### src/hdl/bncv_pkg.sv
// Shared constants, command codes and the job type for the net-charge variance block.
package bncv_pkg;

   localparam int NUM_BINS   = 256;
   localparam int COUNT_BITS = 24;
   localparam int ADDR_W     = $clog2(NUM_BINS);
   localparam int WORD_W     = COUNT_BITS + 34 + 40;
   localparam int Q_DEPTH    = 4;
   localparam int Q_PTR_W    = $clog2(Q_DEPTH);
   localparam int DIV_STEPS  = 34;

   // command codes on req_tuser
   localparam logic [1:0] CMD_TRACK = 2'd0;
   localparam logic [1:0] CMD_EOE   = 2'd1;
   localparam logic [1:0] CMD_READ  = 2'd2;

   // register indexes on the csr port
   localparam logic [1:0] REG_PT_THR  = 2'd0;
   localparam logic [1:0] REG_ETA_LIM = 2'd1;

   // one job handed from the front to the back
   typedef struct packed {
      logic              is_read;
      logic              idx_ok;
      logic [ADDR_W-1:0] addr;
      logic signed [9:0] charge;
   } job_type;

endpackage

### src/hdl/bncv_queue.sv
// Short job queue between the classifying front and the bin back end.
module bncv_queue
   import bncv_pkg::*;
(
   input  logic    clock,
   input  logic    reset,
   input  logic    push,
   input  job_type push_job,
   output logic    full,
   input  logic    pop,
   output job_type pop_job,
   output logic    empty
);

   job_type            q_ff [Q_DEPTH];
   logic [Q_PTR_W-1:0] wptr_ff, wptr_in;
   logic [Q_PTR_W-1:0] rptr_ff, rptr_in;
   logic [Q_PTR_W:0]   cnt_ff, cnt_in;

   assign full    = (cnt_ff == (Q_PTR_W+1)'(Q_DEPTH));
   assign empty   = (cnt_ff == '0);
   assign pop_job = q_ff[rptr_ff];

   // pointer and fill count
   always_comb begin
      wptr_in = wptr_ff;
      rptr_in = rptr_ff;
      cnt_in  = cnt_ff;
      if (push && !full) begin
         wptr_in = wptr_ff + 1'b1;
      end
      if (pop && !empty) begin
         rptr_in = rptr_ff + 1'b1;
      end
      if ((push && !full) && !(pop && !empty)) begin
         cnt_in = cnt_ff + 1'b1;
      end else if (!(push && !full) && (pop && !empty)) begin
         cnt_in = cnt_ff - 1'b1;
      end
   end

   always_ff @(posedge clock) begin
      if (reset) begin
         wptr_ff <= '0;
         rptr_ff <= '0;
         cnt_ff  <= '0;
      end else begin
         wptr_ff <= wptr_in;
         rptr_ff <= rptr_in;
         cnt_ff  <= cnt_in;
      end
   end

   // storage
   always_ff @(posedge clock) begin
      if (push && !full) begin
         q_ff[wptr_ff] <= push_job;
      end
   end

endmodule

### config.mk
export PLATFORM = sky130hd
export DESIGN_NAME = bncv_queue
export DESIGN_NICKNAME = d
export VERILOG_FILES = /design/src/hdl/bncv_pkg.sv /design/src/hdl/bncv_queue.sv
export SDC_FILE = /design/constraint.sdc
export NUM_CORES = 1
export LEC_CHECK = 0
export BUFFER_PORTS_ARGS = -buffer_cell sky130_fd_sc_hd__buf_2
export CORE_UTILIZATION = 52
export DETAILED_ROUTE_END_ITERATION = 12
export HOLD_SLACK_MARGIN = 0.05
export PLACE_DENSITY_LB_ADDON = 0.12
export RECOVER_POWER = 50
export SLEW_MARGIN = 20
export SYNTH_ARGS = -nofsm -noshare
export SYNTH_HDL_FRONTEND = slang
export SYNTH_SLANG_ARGS = --single-unit
### constraint.sdc
create_clock -name clock -period 4.4 [get_ports clock]
set_input_delay 0.66 -clock clock [delete_from_list [all_inputs] [get_ports clock]]
set_output_delay 0.66 -clock clock [all_outputs]
set_load 0.01 [all_outputs]
==> key figures <==
Status
  – Status: finished, violations left
  – Failing checks: capacitance limit, slew limit

Layout
  – Most common cell after layout, fill and taps aside: edfxtp_1
  – Layout Nets: 234
  – Commonest cells after routing, fill and taps aside: edfxtp_1, clkbuf_1, buf_2
  – Layout cell share with drive strength beyond 1: 0.282
  – Area Overhead vs Synth: 14.3%
  – N_diodes: 0

Yosys
  – Count of cell types in the netlist: 22
  – Post-Syn Nets: 182
  – Netlist Area Pre-Place: 3360 um^2
  – Synth warnings: 0
  – Yosys reg bits: 89
  – Seq/Total Area, Yosys: 0.770
  – Syn avg cell area: 22.1 um^2
  – Mapped Cells: 152

STA
  – Final Hold Slack: 523 ps
  – Max Clock Skew: 5.70 ps
  – Hold Vio Cnt, Final: 0
  – Min Tclk post-route: 2660 ps
  – Worst slew margin: -0.000858
  – Setup ws final: 1740 ps
  – Slew Viols, Final: 21
  – Least-Margin Pin Slew: 1500 ps
  – RSZ-0062 raised after global routing: false
  – Period utilization: 0.604
  – Fmax: 376 MHz
  – Total negative setup slack: 0 ps
  – Final setup viols: 0

Pwr
  – Register share of total power: 0.499
  – Total leakage power: 0.00127 uW
  – Combinational power share: 0.220
  – Total power: 2180 uW
  – Max VDD drop: 315 uV
  – Net Switching: 556 uW
  – Clock share of power: 0.282
  – Pwr Density: 567 nW/um^2
  – Switch share: 0.256
  – Internal power: 1620 uW

Clock tree
  – CTS Buf Count: 9
  – TritonCTS clock tree: done
  – Clk sink count: 89
  – Worst skew pair latency: 330 ps
  – CTS root buf: clkbuf_8
  – Clock tree buffer depth: 2
  – Post-CTS sizing: 0
  – Number of post-CTS setup repair buffers: 0
  – Hold Buf Count CTS: 0
  – CTS H-Tree Depth: 3
  – Clock transition at path regs: 80 ps

Worst setup path
  – Required @ worst endpoint: 3740 ps
  – Worst setup SP type: register
  – CP max FO: 14
  – CP Capture Type: output port
  – Path type of the worst setup path: register to output port
  – Critical Path AT: 2000 ps

Global route
  – Initial antenna violation count: 0
  – Vias in the first global route: 1649
  – Global-route wire length before repair: 7.91 mm
  – Total Routing Usage GR: 0.168
  – Largest net degree at the start of global routing: 21
  – Total gr overflow: 0

Floorplan
  – Die height: 82.3 um
  – Core box area: 6060 um^2
  – Starting Density: 0.554
  – Die width: 82.3 um
  – Die Area: 6780 um^2
  – Num rows: 28
  – IO Pins: 46

Placement
  – GP Congestion: 0.626
  – Number of port buffers: 45
  – Dpl hpwl: 3.23 mm
  – Pre-CTS setup slack: 2020 ps

Drt
  – Via Count: 1544
  – Via/cell ratio: 5.44
  – Detailed Routing Iterations Pass 1: 4
  – Routed WL: 5.13 mm
  – Antenna-violating nets left: 0
  – Wire per inst: 18.0 um
  – Initial DRC count: 82
  – Remaining DRCs: 0

Hold path
  – Hold crit path type: register to register

Run
  – Number of max-cap violations: 1
## worst max-delay path, stage by stage (launching register included)
cell and delay [ps]:
dfxtp_1 570, buf_4 380, mux4_2 560, buf_2 160
## power groups by stage
stage	combinational [uW]	clock, uW	sequential, uW
after detailed placement	499	0	1110
after global placement	485	0	1100
after CTS	500	624	1090
after global routing	532	657	1100
after floorplan	377	0	1070
final	478	613	1090
## Yosys cell counts
cell,instances,area [um^2]
mux4_2,20,450
nor2_1,5,18.8
mux2i_1,2,20.0
o31ai_2,1,12.5
dfxtp_1,9,180
a21oi_1,2,10.0
clkbuf_1,1,3.75
buf_6,2,22.5
fa_1,1,20.0
o21ai_0,2,10.0
and2_1,4,25.0
o311ai_1,1,8.76
xor2_1,4,35.0
nor2_2,1,6.26
ha_1,5,62.6
nor3b_2,1,12.5
nor3_1,1,5.00
inv_1,4,15.0
or3_1,2,12.5
nand2b_1,2,12.5
edfxtp_1,80,2400
buf_2,2,10.0
## kinds of logic after synthesis
family / share of synthesized area
mux: 0.140
fa+ha+maj: 0.0246
compound gates: 0.0123
flops: 0.770
xor+xnor: 0.0104
buf+inv: 0.0153
simple gates: 0.0276
## layer usage
| layer | track usage | vias up | wire length (um) |
|---|---|---|---|
| met4 | 0.0789 | 0 | 80 |
| met5 | 0 | - | 0 |
| li1 | - | 717 | - |
| met3 | 0.0385 | 9 | 186 |
| met2 | 0.283 | 34 | 2630 |
| met1 | 0.208 | 784 | 2220 |
## final cells by class
type	instances	area (um^2)
Inverter	4	15.0
Sequential cell	89	2580
Tap cell	75	93.8
Clock buffer	12	155
Multi-Input combinational cell	54	709
Timing Repair Buffer	46	205
Fill cell	445	2220
Clock inverter	4	75.1
## state kept, by name, indices dropped and copies added (netlist names), named ones only
register	flops
q_ff	80
wptr_ff	2
rptr_ff	2
cnt_ff	3
## metrics by stage
step                      utilization  std cells  area (um^2)
after global routing            0.633        284         3840
after detailed placement        0.602        268         3650
after global placement          0.602        268         3650
after floorplan                     -        152         3360
after CTS                       0.640        284         3880
final                           0.633        284         3840
## path summary, 6_finish.rpt
path                                 start     endpoint  slack, ps  cells after the start
worst min register to register  wptr_ff[1]   wptr_ff[1]        520                      2
worst max register to register   cnt_ff[0]  q_ff[1][11]       1940                      3
worst max-delay path              register  pop_job[13]       1740                      3
worst min-delay path            wptr_ff[1]   wptr_ff[1]        520                      2
Note: power is estimated with default switching activity, not from simulation.
