===== config.mk =====
export PLATFORM = sky130hd
export DESIGN_NAME = bncv_front
export DESIGN_NICKNAME = d
export VERILOG_FILES = /design/src/hdl/bncv_pkg.sv /design/src/hdl/bncv_front.sv
export SDC_FILE = /design/constraint.sdc
export NUM_CORES = 1
export LEC_CHECK = 0
export ABC_AREA = 1
export BUFFER_PORTS_ARGS = -buffer_cell sky130_fd_sc_hd__buf_2
export CAP_MARGIN = 0
export CORE_UTILIZATION = 56
export DETAILED_ROUTE_END_ITERATION = 12
export PLACE_DENSITY = 0.91
export SLEW_MARGIN = 20
export SYNTH_ARGS = -nofsm -noshare
export SYNTH_HDL_FRONTEND = slang
export SYNTH_SLANG_ARGS = --single-unit

===== constraint.sdc =====
create_clock -name clock -period 4.39 [get_ports clock]
set_input_delay 0.878 -clock clock [delete_from_list [all_inputs] [get_ports clock]]
set_output_delay 0.878 -clock clock [all_outputs]
set_load 0.02 [all_outputs]

===== src/hdl/bncv_pkg.sv =====
// Shared constants, command codes and the job type for the net-charge variance block.
package bncv_pkg;

   localparam int NUM_BINS   = 256;
   localparam int COUNT_BITS = 24;
   localparam int ADDR_W     = $clog2(NUM_BINS);
   localparam int WORD_W     = COUNT_BITS + 34 + 40;
   localparam int Q_DEPTH    = 4;
   localparam int Q_PTR_W    = $clog2(Q_DEPTH);
   localparam int DIV_STEPS  = 34;

   // command codes on req_tuser
   localparam logic [1:0] CMD_TRACK = 2'd0;
   localparam logic [1:0] CMD_EOE   = 2'd1;
   localparam logic [1:0] CMD_READ  = 2'd2;

   // register indexes on the csr port
   localparam logic [1:0] REG_PT_THR  = 2'd0;
   localparam logic [1:0] REG_ETA_LIM = 2'd1;

   // one job handed from the front to the back
   typedef struct packed {
      logic              is_read;
      logic              idx_ok;
      logic [ADDR_W-1:0] addr;
      logic signed [9:0] charge;
   } job_type;

endpackage


===== src/hdl/bncv_front.sv =====
// Front end: config registers, track cuts, per-event accumulation and job issue.
module bncv_front
   import bncv_pkg::*;
(
   input  logic        clock,
   input  logic        reset,
   input  logic        req_tvalid,
   output logic        req_tready,
   input  logic [71:0] req_tdata,
   input  logic [1:0]  req_tuser,
   input  logic        csr_valid,
   output logic        csr_ready,
   input  logic [1:0]  csr_index,
   input  logic [15:0] csr_data,
   input  logic        clear_busy,
   input  logic        q_full,
   output logic        q_push,
   output job_type     q_job
);

   // net charge limits of the 10-bit event accumulator
   localparam logic signed [9:0] NET_MAX = 10'sd511;
   localparam logic signed [9:0] NET_MIN = -10'sd511 - 10'sd1;

   logic [15:0]       pt_thr_ff;
   logic [12:0]       eta_lim_ff;
   logic [7:0]        mult_ff, mult_in;
   logic signed [9:0] net_ff, net_in;

   logic [15:0]        pt;
   logic signed [13:0] eta;
   logic [13:0]        eta_abs;
   logic [31:0]        pid;
   logic [7:0]         idx;
   logic               acc;
   logic               pass;

   assign csr_ready  = 1'b1;
   assign req_tready = !clear_busy && !q_full;
   assign acc        = req_tvalid && req_tready;

   // unpack the word
   assign pt      = req_tdata[15:0];
   assign eta     = req_tdata[29:16];
   assign pid     = req_tdata[61:30];
   assign idx     = req_tdata[69:62];
   assign eta_abs = eta[13] ? 14'(-eta) : 14'(eta);
   assign pass    = (pt > pt_thr_ff) && (eta_abs < {1'b0, eta_lim_ff});

   // event accumulators and job issue
   always_comb begin
      mult_in      = mult_ff;
      net_in       = net_ff;
      q_push       = 1'b0;
      q_job        = '0;
      q_job.charge = net_ff;
      if (int'(mult_ff) > NUM_BINS - 1) begin
         q_job.addr = ADDR_W'(NUM_BINS - 1);
      end else begin
         q_job.addr = ADDR_W'(mult_ff);
      end
      if (acc) begin
         unique case (req_tuser)
            CMD_TRACK: begin
               if (pass) begin
                  if (mult_ff != 8'hFF) begin
                     mult_in = mult_ff + 1'b1;
                  end
                  if (pid != '0) begin
                     if (pid[31] && net_ff != NET_MIN) begin
                        net_in = net_ff - 10'sd1;
                     end else if (!pid[31] && net_ff != NET_MAX) begin
                        net_in = net_ff + 10'sd1;
                     end
                  end
               end
            end
            CMD_EOE: begin
               q_push  = 1'b1;
               mult_in = '0;
               net_in  = '0;
            end
            CMD_READ: begin
               q_push        = 1'b1;
               q_job.is_read = 1'b1;
               q_job.idx_ok  = (int'(idx) < NUM_BINS);
               q_job.addr    = ADDR_W'(idx);
            end
            default: begin
            end
         endcase
      end
   end

   always_ff @(posedge clock) begin
      if (reset) begin
         pt_thr_ff  <= 16'd50;
         eta_lim_ff <= 13'd1024;
         mult_ff    <= '0;
         net_ff     <= '0;
      end else begin
         mult_ff <= mult_in;
         net_ff  <= net_in;
         if (csr_valid) begin
            case (csr_index)
               REG_PT_THR:  pt_thr_ff  <= csr_data;
               REG_ETA_LIM: eta_lim_ff <= csr_data[12:0];
               default: begin
               end
            endcase
         end
      end
   end

endmodule


==> results of run 1 <==
-- routing by layer --
layer,up-vias,global-route usage [%],wire length [um]
met5,-,0,0
met4,0,9.72,190
met3,17,5.77,625
met2,146,50.7,4660
met1,1761,28.6,3750
li1,2045,-,-
-- metrics by stage --
stage,hold slack [ps],instance area (um^2),util [%],std cells
2_1_floorplan,433,3670,-,560
3_3_place_gp,442,4240,66.8,737
3_5_place_dp,453,4240,66.8,737
4_1_cts,466,4350,68.5,745
5_1_grt,485,4350,68.5,745
6_report,463,4350,68.5,745
-- state kept, by name (all words and copies together), names as in the netlist --
register,count
eta_lim_ff,13
mult_ff,8
net_ff,10
pt_thr_ff,16
-- worst min path at each step --
stage                   from             to  slack, ps
2_1_floorplan   pt_thr_ff[2]   pt_thr_ff[2]        430
3_3_place_gp   pt_thr_ff[15]  pt_thr_ff[15]        440
3_5_place_dp   eta_lim_ff[7]  eta_lim_ff[7]        450
4_1_cts        eta_lim_ff[6]  eta_lim_ff[6]        470
5_1_grt        eta_lim_ff[1]  eta_lim_ff[1]        490
6_report       eta_lim_ff[6]  eta_lim_ff[6]        460
-- layout by cell type (no fill, tap or decap), drive strengths merged --
| cell type | count |
|---|---|
| clkbuf | 7 |
| clkinvlp | 1 |
| o21ai | 49 |
| or2 | 3 |
| nor4 | 2 |
| inv | 72 |
| a21oi | 66 |
| conb | 1 |
| o21bai | 2 |
| xnor2 | 3 |
| nand4 | 6 |
| nand3 | 34 |
| o211ai | 5 |
| xor2 | 8 |
| nand2 | 112 |
| ha | 41 |
| mux2 | 1 |
| buf | 119 |
| nor2 | 74 |
| fa | 1 |
| dfxtp | 47 |
| a31oi | 2 |
| o21a | 1 |
| nor3 | 7 |
| nand3b | 3 |
| a21boi | 1 |
-- power groups by stage --
stage	clock network, uW	registers (uW)	logic [uW]
finish	300	453	276
global route	319	455	316
CTS	304	453	276
detailed placement	0	463	274
global placement	0	462	259
floorplan	0	464	185
-- kinds of logic (layout without fill, tap and decap cells) --
kind of cell               Yosys count  in the layout  share of synthesized area, %
muxes                                1              1                         0.306
AOI/OAI and AO/OA                  126            126                          18.1
adders and majority gates           42             42                          14.5
DFF                                 47             47                          25.6
other                                1              1                         0.102
and+or+nand+nor                    241            241                          27.9
buffers and inverters               91            199                          10.8
xor gates and xnor gates            11             11                          2.62
-- critical path, stage by stage --
cell and delay [ps]:
buf_2 90, nor2_1 180, nand2_1 170, nor2_1 130, buf_4 200, mux2_2 350
buf_2 160
-- cell type report --
class	count	share of cell area (%)
Timing Repair Buffer	119	13.8
Clock buffer	7	2.22
Clock inverter	1	0.173
Multi-Input combinational cell	422	53.7
Tap cell	77	2.22
Inverter	72	6.22
Sequential cell	47	21.6
==> flow_summary.yaml, run 1 <==
synthesis:
  ys_seq_elements: 47
  yosys_warnings: 0
  yosysTopAreaCellShare_pct: 25.6
  synth-seq-area-share_pct: 25.6
  synth_fp_nets: 700
  synth_top_area_cell: "dfxtp_1"
  synth_ff_type: "dfxtp_1"
  yosys.cell_count.top_type: "nand2_1"
  syn_inst: 560
  synth_edf_count: 0
  synthDistinctLibCells: 35
  ys_top_cells_by_area: "dfxtp_1 (26%), ha_1 (14%), nand2_1 (11%)"
  synth.top_cells.by_count: "nand2_1 (109), nor2_1 (73), inv_1 (71)"
  async_flop_share_pct: 0
  syn_area_mm2: 0.00367
  syn_area_per_cell_um2: 6.56
power_and_ir_drop:
  p_switching_uw: 329
  pwr-share-comb_pct: 26.8
  powerDensity_mw_per_mm2: 237
  pwr-share-clk_pct: 29.2
  p_int_uw: 701
  switching_share_pct: 31.9
  finalPower_uw: 1030
  p_seq_share_pct: 44.0
  power.leakage_uw: 0.00216
  ir_drop_v: 0.000178
worst_setup_path:
  criticalPathCategory: "in -> out"
  rr_startpoint: "net_ff[0]"
  r2r_setup_slack_ps: 1590
  cp_data_required_time_ps: 3510
  r2r_end: "net_ff[7]"
  startpoint: "q_full"
  worstPathMaxFanout: 17
  cp.arrival_ps: 2160
  start_kind: "input port"
  ff2ff_path_depth: 14
  endpoint_kind: "output pin"
  crit_path_end: "q_job[13]"
clock_network:
  path_clk_slew_ps: 90
  cts_sinks: 47
  h-tree-depth: 2
  hold_buffers: 0
  cts.path.max_buffers: 2
  cts_buffers: 5
  clockRootBuffer: "clkbuf_8"
  clock_latency_ps: 310
  post_cts_buffers: 0
  ctsResizeCount: 0
  tritoncts: "done"
layout:
  fillers: 558
  finalNetCount: 807
  syn_to_final_growth_pct: 18.3
  seqCellArea_um2: 941
  diodes: 0
  drive_gt1_share_pct: 21.0
  multiInputGateArea_mm2: 0.00234
sta:
  timing.final.crit_share_pct: 69.2
  max_freq_mhz: 329
  hold_viol: 0
  fin_skew_ps: 17.4
  slew_violations: 0
  worst_pin_slew_ps: 746
  final.setup.tns_ps: 0
  setup_viol: 0
  setup_ws_ps: 1350
  slew-limit-headroom_pct: 50.1
  rsz0062_at_grt: "false"
  fin_crit_ps: 3040
floorplan:
  die-area_mm2: 0.00689
  fp.dieW_um: 83.0
  ios: 121
  num_rows: 29
  die_h_um: 83.0
  core_mm2: 0.00635
  start_util_pct: 57.9
grt:
  globalRouteOverflowTotal: 0
  antenna_found_initial: 0
  grt_pass1_wl_mm: 15.5
  grtUsageTotal_pct: 26.7
  grt_max_degree: 48
  grt_pass1_vias: 3774
status:
  status: "completed"
route:
  wl_per_cell_um: 12.4
  vias: 3969
  viasPerCell: 5.33
  drtAntennaViolNets: 0
  first_pass_iters: 4
  wl_mm: 9.23
  drc: 0
  dr.first_iter.drc_count: 152
place:
  place_ws_ps: 1070
  io_buffers: 117
  place.gp.congestion: 0.892
  dp_hpwl_mm: 7.20
job:
  maxCapViolCount: 0
min_path:
  whs_path_depth: 2
  hold_path.class: "reg -> reg"
Power figures use the tool's default switching activity.
==> inputs of run 2 (changes only) <==
- CORE_UTILIZATION: 56 -> 52
- PLACE_DENSITY: 0.91 -> 0.86
- clock period: 4.39 -> 2.9 ns (I/O delays scaled with it)
==> run 2 against run 1 <==
  * Clock skew is 7.6 ps lower
  * Sequential cell count stayed put
  * Power is 48% higher
  * Count of clock-buffer cells in the layout is 2 lower
  * Non-clock buffer count is 3 higher
  * Routed wire length is 6.1% lower
  * First-iteration DRC count is 13% lower
  * Critical path depth is 12 higher
  * Die area is 7.5% higher
  * Cell area is 1.1% higher
  * Sequential power is 51% higher
  * Largest cell class unchanged
  * Highest routed layer unchanged
==> flow_summary.yaml, run 2 (synthesis results as in run 1) <==
status:
  status: "completed"
worst_setup_path:
  critPathTopFamily: "simple AND/OR/NAND/NOR gates"
  path_buf_inv: 3
  crit_path_max_incr_delay_ps: 200
  worstPathMaxFanout: 34
  cp_data_required_time_ps: 3100
  cp.arrival_ps: 2850
  endpoint_kind: "flip-flop"
  start_kind: "input port"
  path_cells: "buf_2 > inv_1 > ha_1 > nand2_1 > nor2_1 > nand3b_1 > nor2_1 > a31oi_1 > xor2_1 > ha_1 > nor2_1 > nand3_1 > a21oi_1 > nand2_2 > nand2_4 > buf_12 > nand3_1 > nand2_1 > nor2_1"
  criticalPathCategory: "in -> reg"
  path_common_cell: "nor2_1"
  cp_slowest_cell: "a21oi_1"
clock_network:
  tritoncts: "done"
  clock_latency_ps: 310
  cts.path.max_buffers: 2
  cts_buffers: 5
  ctsResizeCount: 0
  cts_sinks: 47
  hold_buffers: 0
  h-tree-depth: 2
  path_clk_slew_ps: 90
  clockRootBuffer: "clkbuf_8"
  post_cts_buffers: 0
route:
  drc: 0
  wl_per_cell_um: 11.3
  drtAntennaViolNets: 0
  viasPerCell: 5.11
  dr.first_iter.drc_count: 133
  wl_mm: 8.66
  first_pass_iters: 5
  vias: 3919
floorplan:
  core_mm2: 0.00679
  die-area_mm2: 0.00741
  fp.dieW_um: 86.1
  start_util_pct: 54.1
  die_h_um: 86.1
  num_rows: 30
  ios: 121
layout:
  mostFrequentLayoutCells: "buf_2 (117), nand2_1 (109), nor2_1 (73)"
  finalNetCount: 810
  drive_gt1_share_pct: 21.6
  top_register: "pt_thr_ff"
  syn_to_final_growth_pct: 19.6
  largest_registers: "pt_thr_ff x16, eta_lim_ff x13, net_ff x10"
  fillers: 638
  largest_reg_flops: 16
  final_common_cell: "buf_2"
  diodes: 0
power_and_ir_drop:
  pwr-share-comb_pct: 27.7
  p_int_uw: 1030
  p_seq_share_pct: 44.9
  powerDensity_mw_per_mm2: 347
  switching_share_pct: 32.7
  power.leakage_uw: 0.00217
  p_switching_uw: 499
  ir_drop_v: 0.000374
  pwr-share-clk_pct: 27.4
grt:
  grt_pass1_wl_mm: 14.2
  globalRouteOverflowTotal: 0
  antenna_found_initial: 0
  grtUsageTotal_pct: 23.5
  grt_max_degree: 35
  grt_pass1_vias: 3474
sta:
  rsz0062_at_grt: "false"
  fin_crit_ps: 2640
  setup_viol: 0
  setup_ws_ps: 255
  max_freq_mhz: 378
  hold_viol: 0
  slew-limit-headroom_pct: 48.3
  fin_skew_ps: 9.82
  timing.final.crit_share_pct: 91.2
  slew_violations: 0
  worst_pin_slew_ps: 774
  holdWs_ps: 465
place:
  io_buffers: 117
  dp_hpwl_mm: 6.83
  place.gp.congestion: 0.900
  place_ws_ps: -63.0
job:
  maxCapViolCount: 0
min_path:
  hold_path.class: "reg -> reg"
run 2: layout make-up:
cell class | count | area (um^2) | share of cell area (%)
clock inverters | 3 | 22.5 | 0.512
inverters | 72 | 270 | 6.15
repair buffers | 122 | 636 | 14.5
multi-input cells | 422 | 2340 | 53.2
clock buffers | 5 | 68.8 | 1.57
flip-flops and latches | 47 | 941 | 21.4
well taps | 96 | 120 | 2.73
run 2: worst paths after layout:
kind	from	endpoint	slack [ps]	depth (start not counted)
worst min register to register	pt_thr_ff[12]	pt_thr_ff[12]	470	2
worst min-delay path	pt_thr_ff[12]	pt_thr_ff[12]	470	2
worst max register to register	net_ff[9]	net_ff[7]	270	15
worst max-delay path	req_tdata[16]	net_ff[4]	260	19
run 2: worst register-to-register path, cell delays in order, from the launching register on:
cell and delay, ps:
dfxtp_1 410, inv_1 100, nor2_1 90, nand2_1 60
o21ai_1 210, inv_2 160, ha_1 360, a21oi_1 200
o21ai_0 150, nor2_1 170, o21ai_0 110, or2_2 280
nand2_1 60, nand3_1 70, nand2_1 80, nor2_1 30
run 2: metal layers:
metal	up-vias	track usage (%)	share of wire [%]
li1	2060	-	-
met1	1732	26.0	43
met2	120	44.7	50
met3	7	5.29	6.1
met4	0	6.52	0.83
met5	-	0	0
run 2: stage by stage:
stage | area [um^2] | TNS [ps] | power, uW | util, % | std cells
finish | 4400 | 0 | 1520 | 64.7 | 767
global route | 4400 | 0 | 1620 | 64.7 | 767
CTS | 4390 | 0 | 1530 | 64.7 | 767
detailed placement | 4300 | -694 | 1120 | 63.3 | 759
global placement | 4300 | 0 | 1100 | 63.3 | 759
floorplan | 3670 | 0 | 982 | - | 560
run 2: power by group through the flow:
| stage | Sequential [uW] | Combinational [uW] | Clock, uW |
|---|---|---|---|
| after floorplan | 702 | 280 | 0 |
| after global placement | 699 | 397 | 0 |
| after detailed placement | 700 | 420 | 0 |
| after CTS | 685 | 422 | 428 |
| after global routing | 688 | 480 | 454 |
| final | 685 | 422 | 417 |
